[src/hdl/ssl_pkg.sv]
// shared types, constants and control/status structs of the serial s-record loader
// no dependencies; used by ssl_ctrl, ssl_dp and serial_srecord_loader
package ssl_pkg;

  localparam int unsigned LINE_CHARS_DEF    = 128;
  localparam int unsigned DECODED_BYTES_DEF = 64;
  localparam int unsigned IDX_W             = 9;
  localparam int unsigned MAX_WRITES        = 62;
  localparam int unsigned OUT_TDATA_W       = 48;

  localparam logic [31:0] ADDR_MASK = 32'h1FFF_FFFF;

  localparam logic [7:0] CH_LF = 8'h0A;
  localparam logic [7:0] CH_W  = 8'h57;
  localparam logic [7:0] CH_R  = 8'h52;
  localparam logic [7:0] CH_E  = 8'h45;
  localparam logic [7:0] CH_D  = 8'h44;
  localparam logic [7:0] CH_L  = 8'h4C;
  localparam logic [7:0] CH_B  = 8'h42;
  localparam logic [7:0] CH_N  = 8'h4E;
  localparam logic [7:0] CH_S  = 8'h53;
  localparam logic [7:0] CH_1  = 8'h31;
  localparam logic [7:0] CH_2  = 8'h32;
  localparam logic [7:0] CH_3  = 8'h33;
  localparam logic [7:0] CH_UA = 8'h41;
  localparam logic [7:0] CH_LX = 8'h78;
  localparam logic [7:0] CH_LE = 8'h65;
  localparam logic [7:0] CH_LM = 8'h6D;

  localparam logic [1:0] KIND_TX    = 2'd0;
  localparam logic [1:0] KIND_WRITE = 2'd1;
  localparam logic [1:0] KIND_FLASH = 2'd2;

  localparam logic CFG_RAM_BASE = 1'b0;
  localparam logic CFG_RAM_END  = 1'b1;

  typedef enum logic [1:0] {
    MODE_WAIT = 2'd0,
    MODE_WR   = 2'd1,
    MODE_DL   = 2'd2,
    MODE_BW   = 2'd3
  } mode_e;

  typedef enum logic [4:0] {
    ST_IDLE, ST_DISPATCH, ST_ECHO, ST_FLASH, ST_TX_W, ST_TX_R, ST_TX_E, ST_TX_LF,
    ST_RD_CHAR, ST_PROC, ST_FLUSH, ST_CHECK, ST_SUM_HI, ST_SUM_LO, ST_TX_M,
    ST_WR_CHK, ST_WR_EMIT, ST_TX_X, ST_TX_END
  } state_e;

  typedef enum logic [2:0] {
    SRC_RX, SRC_CHR, SRC_SUM_HI, SRC_SUM_LO, SRC_FLASH, SRC_WRITE
  } src_e;

  typedef struct packed {
    logic       take;
    logic       cmd_store;
    logic       cmd_clear;
    logic       rec_store;
    logic       rec_clear;
    logic       hi_clear;
    logic       walk_init;
    logic       rd_char;
    logic       proc_char;
    logic       flush;
    logic       wr_init;
    logic       wr_rd;
    logic       hi_update;
    logic       emit;
    src_e       src;
    logic [7:0] chr;
    logic       last;
  } ctrl_cmd_t;

  typedef struct packed {
    logic rx_lf;
    logic cmd_full;
    logic match_wr;
    logic match_dl;
    logic match_bw;
    logic rec_end;
    logic rec_srec;
    logic s_done;
    logic char_zero;
    logic pending;
    logic sum_ok;
    logic wr_more;
    logic out_free;
  } dp_stat_t;

endpackage

[src/hdl/ssl_ctrl.sv]
// controller state machine of the serial s-record loader: mode and sequencing
// depends on ssl_pkg
module ssl_ctrl (
  input  logic              clk_i,
  input  logic              rst_ni,
  input  logic              in_valid_i,
  output logic              in_ready_o,
  input  ssl_pkg::dp_stat_t st_i,
  output ssl_pkg::ctrl_cmd_t cmd_o
);
  import ssl_pkg::*;

  state_e state_q, state_d;
  mode_e  mode_q, mode_d;

  always_ff @(posedge clk_i or negedge rst_ni) begin
    if (!rst_ni) begin
      state_q <= ST_IDLE;
      mode_q  <= MODE_WAIT;
    end else begin
      state_q <= state_d;
      mode_q  <= mode_d;
    end
  end

  assign in_ready_o = (state_q == ST_IDLE);

  // next state and mode
  always_comb begin
    state_d = state_q;
    mode_d  = mode_q;
    case (state_q)
      ST_IDLE: if (in_valid_i) state_d = ST_DISPATCH;
      ST_DISPATCH: begin
        case (mode_q)
          MODE_WAIT: begin
            if (st_i.rx_lf) begin
              if (st_i.match_wr)      mode_d = MODE_WR;
              else if (st_i.match_dl) mode_d = MODE_DL;
              else if (st_i.match_bw) mode_d = MODE_BW;
              state_d = ST_ECHO;
            end else if (!st_i.cmd_full) begin
              state_d = ST_ECHO;
            end else begin
              state_d = ST_IDLE;
            end
          end
          MODE_WR: begin
            mode_d  = MODE_WAIT;
            state_d = ST_FLASH;
          end
          MODE_DL: begin
            if (!st_i.rx_lf) begin
              state_d = ST_IDLE;
            end else if (st_i.rec_end) begin
              mode_d  = MODE_WAIT;
              state_d = ST_TX_END;
            end else if (!st_i.rec_srec) begin
              state_d = ST_TX_X;
            end else begin
              state_d = ST_RD_CHAR;
            end
          end
          default: begin
            mode_d  = MODE_WAIT;
            state_d = ST_IDLE;
          end
        endcase
      end
      ST_ECHO:    if (st_i.out_free) state_d = ST_IDLE;
      ST_FLASH:   if (st_i.out_free) state_d = ST_TX_W;
      ST_TX_W:    if (st_i.out_free) state_d = ST_TX_R;
      ST_TX_R:    if (st_i.out_free) state_d = ST_TX_E;
      ST_TX_E:    if (st_i.out_free) state_d = ST_TX_LF;
      ST_TX_LF:   if (st_i.out_free) state_d = ST_IDLE;
      ST_RD_CHAR: state_d = st_i.s_done ? ST_FLUSH : ST_PROC;
      ST_PROC:    state_d = st_i.char_zero ? ST_FLUSH : ST_RD_CHAR;
      ST_FLUSH:   state_d = ST_CHECK;
      ST_CHECK: begin
        if (st_i.sum_ok) begin
          state_d = ST_WR_CHK;
        end else begin
          mode_d  = MODE_WAIT;
          state_d = ST_SUM_HI;
        end
      end
      ST_SUM_HI:  if (st_i.out_free) state_d = ST_SUM_LO;
      ST_SUM_LO:  if (st_i.out_free) state_d = ST_TX_M;
      ST_TX_M:    if (st_i.out_free) state_d = ST_TX_LF;
      ST_WR_CHK:  state_d = st_i.wr_more ? ST_WR_EMIT : ST_TX_X;
      ST_WR_EMIT: if (st_i.out_free) state_d = ST_WR_CHK;
      ST_TX_X:    if (st_i.out_free) state_d = ST_TX_LF;
      ST_TX_END:  if (st_i.out_free) state_d = ST_TX_LF;
      default:    state_d = ST_IDLE;
    endcase
  end

  // datapath commands
  always_comb begin
    cmd_o     = '0;
    cmd_o.src = SRC_CHR;
    case (state_q)
      ST_IDLE: cmd_o.take = in_valid_i;
      ST_DISPATCH: begin
        case (mode_q)
          MODE_WAIT: begin
            if (st_i.rx_lf) begin
              cmd_o.cmd_clear = 1'b1;
              cmd_o.hi_clear  = !st_i.match_wr && st_i.match_dl;
            end else begin
              cmd_o.cmd_store = !st_i.cmd_full;
            end
          end
          MODE_DL: begin
            if (!st_i.rx_lf) begin
              cmd_o.rec_store = 1'b1;
            end else if (st_i.rec_end || !st_i.rec_srec) begin
              cmd_o.rec_clear = 1'b1;
            end else begin
              cmd_o.walk_init = 1'b1;
            end
          end
          MODE_BW:  cmd_o.cmd_clear = 1'b1;
          default:  cmd_o.take = 1'b0;
        endcase
      end
      ST_ECHO: begin
        cmd_o.emit = st_i.out_free;
        cmd_o.src  = SRC_RX;
        cmd_o.last = 1'b1;
      end
      ST_FLASH: begin
        cmd_o.emit = st_i.out_free;
        cmd_o.src  = SRC_FLASH;
      end
      ST_TX_W: begin
        cmd_o.emit = st_i.out_free;
        cmd_o.chr  = CH_W;
      end
      ST_TX_R: begin
        cmd_o.emit = st_i.out_free;
        cmd_o.chr  = CH_R;
      end
      ST_TX_E: begin
        cmd_o.emit = st_i.out_free;
        cmd_o.chr  = CH_E;
      end
      ST_TX_LF: begin
        cmd_o.emit = st_i.out_free;
        cmd_o.chr  = CH_LF;
        cmd_o.last = 1'b1;
      end
      ST_RD_CHAR: cmd_o.rd_char = !st_i.s_done;
      ST_PROC:    cmd_o.proc_char = !st_i.char_zero;
      ST_FLUSH:   cmd_o.flush = st_i.pending;
      ST_CHECK: begin
        cmd_o.rec_clear = 1'b1;
        cmd_o.wr_init   = st_i.sum_ok;
      end
      ST_SUM_HI: begin
        cmd_o.emit = st_i.out_free;
        cmd_o.src  = SRC_SUM_HI;
      end
      ST_SUM_LO: begin
        cmd_o.emit = st_i.out_free;
        cmd_o.src  = SRC_SUM_LO;
      end
      ST_TX_M: begin
        cmd_o.emit = st_i.out_free;
        cmd_o.chr  = CH_LM;
      end
      ST_WR_CHK: begin
        cmd_o.wr_rd     = st_i.wr_more;
        cmd_o.hi_update = !st_i.wr_more;
      end
      ST_WR_EMIT: begin
        cmd_o.emit = st_i.out_free;
        cmd_o.src  = SRC_WRITE;
      end
      ST_TX_X: begin
        cmd_o.emit = st_i.out_free;
        cmd_o.chr  = CH_LX;
      end
      ST_TX_END: begin
        cmd_o.emit = st_i.out_free;
        cmd_o.chr  = CH_LE;
      end
      default: cmd_o.take = 1'b0;
    endcase
  end

  a_emit_free: assert property (@(posedge clk_i) disable iff (!rst_ni)
    cmd_o.emit |-> st_i.out_free) else $error("result loaded into a full output register");
  a_proc_after_read: assert property (@(posedge clk_i) disable iff (!rst_ni)
    state_q == ST_PROC |-> $past(state_q) == ST_RD_CHAR)
    else $error("character processed without a read");
  a_dispatch_after_take: assert property (@(posedge clk_i) disable iff (!rst_ni)
    state_q == ST_DISPATCH |-> $past(state_q) == ST_IDLE && $past(in_valid_i))
    else $error("dispatch without an accepted byte");

endmodule

[src/hdl/ssl_dp.sv]
// datapath of the serial s-record loader: line buffers, hex decode, sum, writes, output register
// depends on ssl_pkg; driven by ssl_ctrl
module ssl_dp #(
  parameter int unsigned LINE_CHARS    = ssl_pkg::LINE_CHARS_DEF,
  parameter int unsigned DECODED_BYTES = ssl_pkg::DECODED_BYTES_DEF
) (
  input  logic                                clk_i,
  input  logic                                rst_ni,
  input  logic [7:0]                          rx_byte_i,
  input  logic [31:0]                         ram_base_i,
  input  logic [31:0]                         ram_end_i,
  input  ssl_pkg::ctrl_cmd_t                  cmd_i,
  output ssl_pkg::dp_stat_t                   st_o,
  output logic                                out_valid_o,
  input  logic                                out_ready_i,
  output logic [ssl_pkg::OUT_TDATA_W-1:0]     out_data_o,
  output logic                                out_last_o
);
  import ssl_pkg::*;

  localparam int unsigned LW = $clog2(LINE_CHARS + 1);
  localparam int unsigned LA = $clog2(LINE_CHARS);
  localparam int unsigned DW = $clog2(DECODED_BYTES);

  logic [7:0]  rx_q;
  logic [LW-1:0] cmd_cnt_q;
  logic [7:0]  cmd0_q, cmd1_q;
  logic [LW-1:0] rec_cnt_q;
  logic [7:0]  rec0_q, rec1_q, rec2_q;
  logic [7:0]  rec_mem [LINE_CHARS];
  logic [7:0]  rd_q;
  logic [LW-1:0] s_q;
  logic [IDX_W-1:0] d_q, dval_q, i_q;
  logic [7:0]  dmem [DECODED_BYTES];
  logic [7:0]  rdd_q;
  logic [7:0]  hi_q, len_q;
  logic        pend_q;
  logic [15:0] sum_q;
  logic [31:0] addr_q, waddr_q, high_q;
  logic [2:0]  abytes_q;
  logic [5:0]  nwr_q;

  logic        out_valid_q, out_last_q;
  logic [1:0]  out_kind_q;
  logic [7:0]  out_byte_q;
  logic [31:0] out_addr_q;

  // hex digit and byte completion
  logic [7:0]  nib, cbyte, be;
  logic        complete, d_in;
  logic [1:0]  sh;
  logic [31:0] wclamp;
  logic [7:0]  wval;

  assign nib = (rd_q < CH_UA) ? {4'h0, rd_q[3:0]} : ({4'h0, rd_q[3:0]} + 8'd9);
  assign complete = (cmd_i.proc_char && s_q[0]) || cmd_i.flush;
  assign cbyte = cmd_i.flush ? hi_q : (hi_q + nib);
  assign d_in = d_q < IDX_W'(DECODED_BYTES);
  assign be = d_in ? cbyte : 8'h00;
  assign sh = 2'(abytes_q - d_q[2:0]);
  assign wclamp = (waddr_q > ram_end_i) ? ram_end_i : waddr_q;
  assign wval = (i_q < dval_q && i_q < IDX_W'(DECODED_BYTES)) ? rdd_q : 8'h00;

  always_ff @(posedge clk_i) begin
    if (cmd_i.take) rx_q <= rx_byte_i;
    if (cmd_i.rec_store && rec_cnt_q != LW'(LINE_CHARS)) rec_mem[rec_cnt_q[LA-1:0]] <= rx_q;
    if (cmd_i.rd_char) rd_q <= rec_mem[s_q[LA-1:0]];
    if (complete && d_in) dmem[d_q[DW-1:0]] <= cbyte;
    if (cmd_i.wr_rd) rdd_q <= dmem[i_q[DW-1:0]];
    if (cmd_i.emit) begin
      out_last_q <= cmd_i.last;
      case (cmd_i.src)
        SRC_RX: begin
          out_kind_q <= KIND_TX;
          out_byte_q <= rx_q;
          out_addr_q <= '0;
        end
        SRC_SUM_HI: begin
          out_kind_q <= KIND_TX;
          out_byte_q <= sum_q[15:8];
          out_addr_q <= '0;
        end
        SRC_SUM_LO: begin
          out_kind_q <= KIND_TX;
          out_byte_q <= sum_q[7:0];
          out_addr_q <= '0;
        end
        SRC_FLASH: begin
          out_kind_q <= KIND_FLASH;
          out_byte_q <= '0;
          out_addr_q <= high_q - ram_base_i;
        end
        SRC_WRITE: begin
          out_kind_q <= KIND_WRITE;
          out_byte_q <= wval;
          out_addr_q <= wclamp;
        end
        default: begin
          out_kind_q <= KIND_TX;
          out_byte_q <= cmd_i.chr;
          out_addr_q <= '0;
        end
      endcase
    end
    // decode walk
    if (cmd_i.walk_init) begin
      s_q      <= LW'(2);
      sum_q    <= '0;
      addr_q   <= '0;
      len_q    <= '0;
      abytes_q <= 3'(rec1_q[1:0]) + 3'd1;
    end else if (cmd_i.proc_char) begin
      s_q <= s_q + LW'(1);
      if (!s_q[0]) hi_q <= {nib[3:0], 4'h0};
    end
    if (complete) begin
      if (d_q == '0) begin
        len_q <= be;
        sum_q <= sum_q + {8'h00, be};
      end else if (d_q <= {1'b0, len_q}) begin
        sum_q <= sum_q + {8'h00, be};
      end
      if (d_q != '0 && d_q <= IDX_W'(abytes_q))
        addr_q <= addr_q | ({24'h0, be} << {sh, 3'b000});
    end
    // record writes
    if (cmd_i.wr_init) begin
      i_q     <= IDX_W'(abytes_q) + IDX_W'(1);
      waddr_q <= (addr_q & ADDR_MASK) + ram_base_i;
      nwr_q   <= '0;
    end else if (cmd_i.emit && cmd_i.src == SRC_WRITE) begin
      i_q     <= i_q + IDX_W'(1);
      waddr_q <= wclamp + 32'd1;
      nwr_q   <= nwr_q + 6'd1;
    end
  end

  always_ff @(posedge clk_i or negedge rst_ni) begin
    if (!rst_ni) begin
      cmd_cnt_q   <= '0;
      cmd0_q      <= '0;
      cmd1_q      <= '0;
      rec_cnt_q   <= '0;
      rec0_q      <= '0;
      rec1_q      <= '0;
      rec2_q      <= '0;
      d_q         <= '0;
      dval_q      <= '0;
      pend_q      <= 1'b0;
      high_q      <= '0;
      out_valid_q <= 1'b0;
    end else begin
      if (cmd_i.cmd_clear) begin
        cmd_cnt_q <= '0;
        cmd0_q    <= '0;
        cmd1_q    <= '0;
      end else if (cmd_i.cmd_store) begin
        cmd_cnt_q <= cmd_cnt_q + LW'(1);
        if (cmd_cnt_q == LW'(0)) cmd0_q <= rx_q;
        if (cmd_cnt_q == LW'(1)) cmd1_q <= rx_q;
      end
      if (cmd_i.rec_clear) begin
        rec_cnt_q <= '0;
        rec0_q    <= '0;
        rec1_q    <= '0;
        rec2_q    <= '0;
      end else if (cmd_i.rec_store && rec_cnt_q != LW'(LINE_CHARS)) begin
        rec_cnt_q <= rec_cnt_q + LW'(1);
        if (rec_cnt_q == LW'(0)) rec0_q <= rx_q;
        if (rec_cnt_q == LW'(1)) rec1_q <= rx_q;
        if (rec_cnt_q == LW'(2)) rec2_q <= rx_q;
      end
      if (cmd_i.walk_init) begin
        d_q    <= '0;
        dval_q <= '0;
        pend_q <= 1'b0;
      end else begin
        if (cmd_i.proc_char) pend_q <= !s_q[0];
        if (cmd_i.flush) pend_q <= 1'b0;
        if (cmd_i.proc_char && s_q[0]) d_q <= d_q + IDX_W'(1);
        if (complete && d_in) dval_q <= d_q + IDX_W'(1);
      end
      if (cmd_i.hi_clear) high_q <= '0;
      else if (cmd_i.hi_update && high_q < waddr_q) high_q <= waddr_q;
      if (cmd_i.emit) out_valid_q <= 1'b1;
      else if (out_ready_i) out_valid_q <= 1'b0;
    end
  end

  assign st_o.rx_lf     = (rx_q == CH_LF);
  assign st_o.cmd_full  = (cmd_cnt_q == LW'(LINE_CHARS));
  assign st_o.match_wr  = (cmd0_q == CH_W) && (cmd1_q == CH_R);
  assign st_o.match_dl  = (cmd0_q == CH_D) && (cmd1_q == CH_L);
  assign st_o.match_bw  = (cmd0_q == CH_B) && (cmd1_q == CH_W);
  assign st_o.rec_end   = (rec0_q == CH_E) && (rec1_q == CH_N) && (rec2_q == CH_D);
  assign st_o.rec_srec  = (rec0_q == CH_S) &&
                          (rec1_q == CH_1 || rec1_q == CH_2 || rec1_q == CH_3);
  assign st_o.s_done    = (s_q >= rec_cnt_q);
  assign st_o.char_zero = (rd_q == 8'h00);
  assign st_o.pending   = pend_q;
  assign st_o.sum_ok    = (sum_q[7:0] == 8'hFF);
  assign st_o.wr_more   = (i_q < {1'b0, len_q}) && (nwr_q < 6'(MAX_WRITES));
  assign st_o.out_free  = !out_valid_q || out_ready_i;

  assign out_valid_o = out_valid_q;
  assign out_last_o  = out_last_q;
  assign out_data_o  = {6'h00, out_addr_q, out_byte_q, out_kind_q};

endmodule

[src/hdl/serial_srecord_loader.sv]
// top level of the serial s-record loader: configuration registers, controller and datapath
// depends on ssl_pkg, ssl_ctrl and ssl_dp
//
// usage:
//  - s_axis carries one received serial byte per beat; m_axis carries result beats
//    (transmit byte, memory write or flash program request), tlast on the final
//    result caused by one input byte
//  - cfg channel writes ram_base (index 0) and ram_end (index 1); always ready,
//    write only while the block is idle
//  - one byte at a time: s_axis_tready is high only while no byte is in work
//  - a plain byte is taken, dispatched and then echoed; a line feed in download
//    mode walks the record line one character at a time (one read of the line
//    buffer, one decode step), then makes up to 62 memory writes (a check and
//    an emit each), followed by the acknowledge beats
//  - results leave through a single output register; a stalled receiver holds
//    the sequencer at the next result, nothing is dropped
//  - reset puts the loader in command mode with empty line buffers, ram_base 0
//    and ram_end all ones; no clearing pass is needed, fill counts mark the
//    valid part of each buffer
module serial_srecord_loader #(
  parameter int unsigned LINE_CHARS    = ssl_pkg::LINE_CHARS_DEF,
  parameter int unsigned DECODED_BYTES = ssl_pkg::DECODED_BYTES_DEF
) (
  input  logic                            clk_i,
  input  logic                            rst_ni,
  input  logic                            s_axis_tvalid,
  output logic                            s_axis_tready,
  input  logic [7:0]                      s_axis_tdata,   // rx_byte
  output logic                            m_axis_tvalid,
  input  logic                            m_axis_tready,
  output logic [ssl_pkg::OUT_TDATA_W-1:0] m_axis_tdata,   // kind, byte_value, address, zero pad
  output logic                            m_axis_tlast,
  input  logic                            cfg_valid_i,
  output logic                            cfg_ready_o,
  input  logic                            cfg_index_i,
  input  logic [31:0]                     cfg_data_i
);
  import ssl_pkg::*;

  logic [31:0] ram_base_q, ram_end_q;
  ctrl_cmd_t   cmd;
  dp_stat_t    st;

  // configuration registers, always ready
  assign cfg_ready_o = 1'b1;

  always_ff @(posedge clk_i or negedge rst_ni) begin
    if (!rst_ni) begin
      ram_base_q <= '0;
      ram_end_q  <= '1;
    end else if (cfg_valid_i) begin
      case (cfg_index_i)
        CFG_RAM_BASE: ram_base_q <= cfg_data_i;
        CFG_RAM_END:  ram_end_q  <= cfg_data_i;
        default:      ram_base_q <= ram_base_q;
      endcase
    end
  end

  // sequencer: mode and per-byte flow
  ssl_ctrl u_ctrl (
    .clk_i      (clk_i),
    .rst_ni     (rst_ni),
    .in_valid_i (s_axis_tvalid),
    .in_ready_o (s_axis_tready),
    .st_i       (st),
    .cmd_o      (cmd)
  );

  // buffers, decode, sum, write addresses and the output register
  ssl_dp #(
    .LINE_CHARS    (LINE_CHARS),
    .DECODED_BYTES (DECODED_BYTES)
  ) u_dp (
    .clk_i       (clk_i),
    .rst_ni      (rst_ni),
    .rx_byte_i   (s_axis_tdata),
    .ram_base_i  (ram_base_q),
    .ram_end_i   (ram_end_q),
    .cmd_i       (cmd),
    .st_o        (st),
    .out_valid_o (m_axis_tvalid),
    .out_ready_i (m_axis_tready),
    .out_data_o  (m_axis_tdata),
    .out_last_o  (m_axis_tlast)
  );

endmodule

[config.mk]
export PLATFORM = sky130hd
export DESIGN_NAME = serial_srecord_loader
export DESIGN_NICKNAME = d
export VERILOG_FILES = /design/src/hdl/ssl_pkg.sv /design/src/hdl/ssl_ctrl.sv /design/src/hdl/ssl_dp.sv /design/src/hdl/serial_srecord_loader.sv
export SDC_FILE = /design/constraint.sdc
export NUM_CORES = 2
export LEC_CHECK = 0
export BUFFER_PORTS_ARGS = -buffer_cell sky130_fd_sc_hd__buf_2
export CAP_MARGIN = 20
export CORE_ASPECT_RATIO = 0.6
export CORE_MARGIN = 2
export CORE_UTILIZATION = 50
export CTS_BUF_LIST = sky130_fd_sc_hd__clkbuf_16
export DETAILED_ROUTE_END_ITERATION = 10
export PLACE_DENSITY = 0.66
export SLEW_MARGIN = 5
export SYNTH_ARGS = -nofsm -noshare
export SYNTH_HDL_FRONTEND = slang
export SYNTH_SLANG_ARGS = --single-unit
[constraint.sdc]
create_clock -name clk_i -period 5.6 [get_ports clk_i]
set_clock_uncertainty 0.2 [all_clocks]
set_input_delay 0.84 -clock clk_i [delete_from_list [all_inputs] [get_ports clk_i]]
set_output_delay 0.84 -clock clk_i [all_outputs]
set_load 0.02 [all_outputs]
; After elaboration in Yosys (flattened, before gate mapping)
; Memory sizes are Yosys's and may differ from the RTL's. A register that Yosys moved wholly into a read port is not among the register bits.
; Cells that the tools add are included.
[word_totals]
mem_bits_rw = 1536
word_cells = 296
memories = 2
latchBits = 0
input_bits = 46
mem_bits_ro = 0
out_inout_bits = 52
register_bits = 348
[op_classes]
n_bitwise = 4
n_reduce_logical = 63
mul = 0
div = 0
n_lt_le_gt_ge = 11
shifts = 1
n_addsub = 15
n_mux = 111
eq_ne = 59
[memory_table]
columns = memory, depth, width, rd, rd_ports_with_merged_regs, wr, line_no
row1 = u_dp.rec_mem, 128, 8, 1, 1, 1, ssl_dp.sv:30  ; logic [7:0] rec_mem [LINE_CHARS];
row2 = u_dp.dmem, 64, 8, 1, 1, 1, ssl_dp.sv:34  ; logic [7:0] dmem [DECODED_BYTES];
[op_table]
columns = cell, n
row1 = 32-bit 2-to-1 mux, 8
row2 = 8-bit 2-to-1 mux, 26
row3 = "8-bit by 7-bit equality test with 1-bit output, second input constant", 10
row4 = 5-bit case mux with 15 select lines, 1
row5 = 5-bit 2-to-1 mux, 13
row6 = 16-bit 2-to-1 mux, 4
row7 = 32-bit case mux with 2 select lines, 1
row8 = 9-bit 2-to-1 mux, 6
row9 = 7-bit case mux with 7 select lines, 1
row10 = "5-bit by 4-bit equality test with 1-bit output, second input constant", 8
row11 = 8-bit case mux with 5 select lines, 1
row12 = 29-bit by 32-bit adder with 32-bit output, 1
row13 = "32-bit by 1-bit adder with 32-bit output, second input constant", 1
row14 = 32-bit greater-than comparator, 1
row15 = 32-bit < comparator, 1
row16 = 32-bit OR, 1
row17 = 8-bit by 5-bit left shift with 32-bit output, 1
row18 = 32-bit subtractor, 1
row19 = 1-bit 2-to-1 mux, 28
row20 = 2-bit 2-to-1 mux, 14
row21 = 2-bit nonzero test, 13
row22 = "8-bit by 1-bit adder with 8-bit output, second input constant", 3
row23 = "8-bit by 6-bit equality test with 1-bit output, second input constant", 3
row24 = 8-bit logical NOT, 3
row25 = 55 further kinds, 114

; Depth between registers and ports, before layout
[depth]
depth_word = 14
ltp_mapped = 22
depth_no_buf = 20

; By module
; A second synthesis with hierarchy kept.
[unflattened]
hier_cells = 5043
hier_area_um2 = 83241.1
[by_module_without_submodules]
columns = module, cells_per_inst, area_per_inst_um2, n_inst, seq_area_each_um2
row1 = ssl_dp, 4756, 79722.7, 1, 53621.4
row2 = serial_srecord_loader, 139, 2477.4, 1, 1641.6
row3 = ssl_ctrl, 148, 1041.0, 1, 175.2

; Least setup slack after synthesis
; OpenSTA, ideal clock, no wires.
[synth_path]
kind = reg2reg
start = register u_dp.rd_q[0] (read register of u_dp.rec_mem)
end = register u_dp.sum_q[12]
synth_period_minus_slack_ps = 4853
path_stages_with_launch = 18
arrival_time_ps = 4528
setup_time_ps = 125
required_time_ps = 5275
setup_slack_ps = 747
n_path_buf = 0
cell_sequence = edfxtp_1 inv_1 ha_1 inv_1 o21ai_0 nor2b_1 nor2_1 ha_1 ha_1 nand2_1 xnor2_1 nand2_1 inv_1 ha_1 a21o_1 a21oi_4 nor3b_1 mux2i_1
[synth_between]
elab_chain_len = 9
elab_cells_between_ends = 15
classes_between = 3 x add/sub / 1 x order compare / 7 x mux / 4 x reduce/logical
[synth_rtl]
columns = item, line_no
row1 = "start, declared", ssl_dp.sv:31  ; logic [7:0] rd_q;
row2 = 8-bit by 7-bit < comparator with 1-bit output or 4-bit by 4-bit adder with 5-bit output (tied branches), ssl_dp.sv:55  ; assign nib = (rd_q < CH_UA) ? {4'h0, rd_q[3:0]} : ({4'h0, rd_q[3:0]} + 8'd9);
row3 = 8-bit 2-to-1 mux *, ssl_dp.sv:55
row4 = 8-bit adder *, ssl_dp.sv:57  ; assign cbyte = cmd_i.flush ? hi_q : (hi_q + nib);
row5 = 8-bit 2-to-1 mux *, ssl_dp.sv:57
row6 = net u_dp.cbyte[6], ssl_dp.sv:49  ; logic [7:0] nib, cbyte, be;
row7 = 8-bit 2-to-1 mux *, ssl_dp.sv:59  ; assign be = d_in ? cbyte : 8'h00;
row8 = 16-bit by 8-bit adder with 16-bit output *, "ssl_dp.sv:119, ssl_dp.sv:121"
row9 = 16-bit 2-to-1 mux, ssl_dp.sv:120  ; end else if (d_q <= {1'b0, len_q}) begin
row10 = 16-bit 2-to-1 mux *, ssl_dp.sv:117  ; if (d_q == '0) begin
row11 = 16-bit 2-to-1 mux *, ssl_dp.sv:116  ; if (complete) begin
row12 = "end signal, assigned", ssl_dp.sv:119  ; sum_q <= sum_q + {8'h00, be};
row13 = "end signal, assigned", ssl_dp.sv:121  ; sum_q <= sum_q + {8'h00, be};
row14 = "end, declared", ssl_dp.sv:38  ; logic [15:0] sum_q;
; The timed path passes the listed nets; every way through them passes the cells marked *.
; A chain may end at the register's enable or synchronous reset.

; Worst setup path after layout
[layout_path]
start = register ram_end_q[23]
end = register u_dp.waddr_q[30] (data pin)
[layout_between]
elab_chain_len = 5
[layout_rtl]
columns = item, line_no
row1 = "start, declared", serial_srecord_loader.sv:40  ; logic [31:0] ram_base_q, ram_end_q;
row2 = "start signal, assigned", serial_srecord_loader.sv:54  ; CFG_RAM_END: ram_end_q <= cfg_data_i;
row3 = 32-bit greater-than comparator, ssl_dp.sv:61  ; assign wclamp = (waddr_q > ram_end_i) ? ram_end_i : waddr_q;
row4 = 32-bit 2-to-1 mux *, ssl_dp.sv:61
row5 = 32-bit by 1-bit adder with 32-bit output *, ssl_dp.sv:133  ; waddr_q <= wclamp + 32'd1;
row6 = 32-bit 2-to-1 mux *, ssl_dp.sv:131  ; end else if (cmd_i.emit && cmd_i.src == SRC_WRITE) begin
row7 = 32-bit 2-to-1 mux *, ssl_dp.sv:127  ; if (cmd_i.wr_init) begin
row8 = "end signal, assigned", ssl_dp.sv:129  ; waddr_q <= (addr_q & ADDR_MASK) + ram_base_i;
row9 = "end signal, assigned", ssl_dp.sv:133
row10 = "end, declared", ssl_dp.sv:39  ; logic [31:0] addr_q, waddr_q, high_q;
; Mark *: on every way between the ends. The rest lies on a longest branch, timed or not. The select of a mux whose other input is x is not followed.

==> qor.txt <==
Max-slew violations - 0
Met3 GRT Util - 0.0644
First-pass GRT wire length - 315 mm
Cells on Worst Hold Path - 3
Area share of the largest cell type after synthesis - 0.603
Synth-to-layout area growth - 11.2%
Synth Flop Type - edfxtp_1
Arrival time worst endpoint - 5.64 ns
Number of distinct library cells after synthesis - 99
Synthesized area - 82300 um^2
Total design power - 30.3 mW
Reg-to-Reg Start - ram_end_q[23]
Fill count - 12600
Iter 0 DRT Violations - 6137
Top post-synthesis cells by area - edfxtp_1, mux4_2, dfrtp_1, ha_1, dfxtp_1
Max Cap Viol - 0
Aggregate global-route resource usage - 0.255
CTS max path bufs - 4
M2 GR Usage - 0.329
GRT busiest layer - met1
Worst R2R Path Depth - 19
Slowest-stage cell, CP - dfstp_2
Worst path max stage delay - 0.57 ns
Worst Setup Start Kind - register
Die W - 528 um
Clock slew seen by the registers of the worst setup and hold paths - 0.06 ns
RSZ-0062 raised after global routing - no
Vias/cell - 6.26
Status - completed
Async set or reset register ratio after synthesis - 0.0944
Initial core utilization - 0.503
Peak VDD IR - 244 uV
Mean Syn Cell Area - 16.6 um^2
EDFF count, synth - 1651
WP depth - 19
Final setup TNS - 0 ns
WS Path Type - register to register
WHS Endpoint - ram_base_q[6]
Num CTS Buffers - 182
Row cnt - 115
Initial antenna violation count - 22
Hold Fails Final Rpt - 0
Worst Setup SP - ram_end_q[23]
Share of cells above drive strength 1 - 0.214
Finish-stage setup viols - 0
Flop2flop setup slack - 0.27 ns
Slew headroom - 0.255
Via count - 46800
Required @ worst endpoint - 5.91 ns
Fmax - 0.188 GHz
Cell Pwr Density - 331 nW/um^2
Met1 usage - 0.429
Post-route ant nets - 0
RD Place Congestion - 0.936
Nets - 5413
I/O Buffers - 90
Worst-Skew Late Latency - 0.83 ns
Crit path top cell by count - nor3_1
Largest area contributor in the synthesized netlist - edfxtp_1
Largest net degree at the start of global routing - 118
Die area - 168000 um^2
Crit share post-route - 0.952
DRT Wirelength - 215 mm
Vias in the first global route - 44700
Endpoint type of the worst setup path - register
Num ports - 98
DRT Pass-1 Iters - 6
Routed length per instance - 28.8 um
Hold_sp - cfg_data_i[6]
Non-Filler Instances - 7468
Final min period - 5.33 ns
Max FO, Critical Path - 5
CTS tree - done
DRC - 0
CTS Root Cell - clkbuf_16
Die Y-Extent - 318 um
Worst Path Buf+Inv - 1
Core Region - 164000 um^2
Leakage - 30.9 nW
Yosys reg bits - 1897
Placed instance count - 7137
Htree depth - 4
Total gr overflow - 0
Clock Sink Count - 1897
Worst slew pin tran - 1.11 ns
Top delay family on crit path - simple AND/OR/NAND/NOR gates
Hold crit path type - primary input to register
Register area share after synthesis - 0.674
Yosys warning total - 0
Post-Syn Instances - 4964
Estimated wirelength of the detail-placed design - 142 mm
FF-to-FF End - u_dp.waddr_q[30]
Crit-path cells - inv_1 -> ha_1 -> and3_1 -> a221oi_1 -> o2bb2ai_1 -> nor3_1 -> o21a_1 -> nor2_1 -> o21ai_0 -> ha_1 -> nand3_1 -> nor4_2 -> nand4_1 -> nor3_1 -> nand4_1 -> nor3_1 -> o22ai_1 -> xnor2_1 -> mux2i_1
==> how the worst max path moves through the flow <==
stage / end / slack [ns]
after floorplan: u_dp.sum_q[12] / 0.75
after global routing: u_dp.waddr_q[30] / 0.09
after CTS: u_dp.waddr_q[30] / 0.36
after global placement: u_dp.waddr_q[30] / 0.53
final: u_dp.waddr_q[30] / 0.27
after detailed placement: u_dp.waddr_q[30] / 0.36
==> area by class of cell <==
type                       count  area (um^2)  share of cell area
antenna                        6         15.0            0.000164
clock buffer                 187         4680              0.0511
clock inverter               123          657             0.00718
inverter                     180          676             0.00738
multi-input combinational   2640        25300               0.276
sequential                  1897        55500               0.606
tap                         2164         2710              0.0296
timing repair buffer         271         2020              0.0221
==> worst register-to-register path: cells and delay by family (launching register included) <==
kind,cells,cell delay [ns]
and+or+nand+nor,9,2.21
AOI/OAI and AO/OA,5,1.16
adders and majority gates,2,0.59
DFF,1,0.57
xor gates and xnor gates,1,0.15
buffers and inverters,1,0.09
muxes,1,0.09
==> routing by layer <==
layer / vias up / wire, um / part of all wire
li1: 20000 / - / -
met1: 24300 / 102000 / 0.47
met2: 2232 / 85700 / 0.40
met3: 267 / 23000 / 0.11
met4: 4 / 4330 / 0.020
met5: - / 33 / 0.00015
==> synth_stat cells (24+ instances only) <==
cell type,instances
edfxtp_1,1651
mux4_2,504
nor2_1,327
nand2_1,293
ha_1,192
inv_1,179
a21oi_1,166
clkbuf_1,159
o21ai_0,156
dfrtp_1,147
nor3_1,129
nand3_1,97
mux2i_1,87
xnor2_1,82
dfxtp_1,67
buf_1,66
xor2_1,63
nand4_1,50
a21o_1,49
mux2_2,34
dfstp_2,32
o22ai_1,32
nor4_1,27
o211ai_1,24
==> logic make-up after synthesis <==
family / after synthesis / synth area share
flops: 1897 / 0.674
simple gates: 1081 / 0.0619
mux: 626 / 0.153
compound gates: 584 / 0.0448
buf+inv: 432 / 0.0205
fa+ha+maj: 197 / 0.0302
xor+xnor: 145 / 0.0154
other cells: 2 / 0.0000913
==> placed cells by master (no fill, tap or decap), drive strengths merged, types with 9 or more instances in the layout <==
cell,count
edfxtp,1651
clkinv,74
nand3,98
xor2,63
mux2i,87
or3,18
a21o,49
nor4,28
a21oi,168
dfrtp,147
o22ai,32
a221oi,9
o21ai,160
nor2b,19
o211ai,24
buf,259
clkbuf,189
o21bai,13
nor3,132
dfxtp,67
inv,223
and3,17
nand4,50
a211oi,21
o21a,10
nand2b,23
dfstp,32
mux4,504
xnor2,82
mux2,35
nand2,296
and2,17
a31oi,16
ha,192
dlygate4sd3,9
nor2,328
or2,12
==> report_power, final <==
group	switching, mW	internal (mW)
sequential	0.242	15.8
combinational	1.96	0.800
clock	5.22	6.19
==> what timing repair did <==
action                                 in CTS  in global routing
buffers inserted                            0                  0
hold buffers                                9                  0
endpoints found under the hold margin      14                  0
setup endpoints to repair                   0                  2
gates resized for setup                     0                  1
==> registers in the layout (all words and copies together), names as in the netlist, 29 cells and up <==
| signal | flops |
|---|---|
| ram_base_q | 32 |
| u_dp.out_addr_q | 32 |
| u_dp.high_q | 32 |
| ram_end_q | 32 |
| u_dp.waddr_q | 32 |
| u_dp.addr_q | 29 |
| u_dp.dmem | 512 |
| u_dp.rec_mem | 1024 |
==> through the flow <==
stage | setup slack [ns] | hold WS, ns | util | cell area [um^2]
final | 0.269 | 0.0874 | 0.559 | 91500
after global routing | 0.0880 | 0.0525 | 0.559 | 91500
after CTS | 0.358 | 0.0324 | 0.559 | 91400
after detailed placement | 0.360 | 0.260 | 0.526 | 86000
after global placement | 0.531 | 0.248 | 0.525 | 86000
after floorplan | 0.747 | 0.229 | - | 82300
Note: power is estimated with default switching activity, not from simulation.
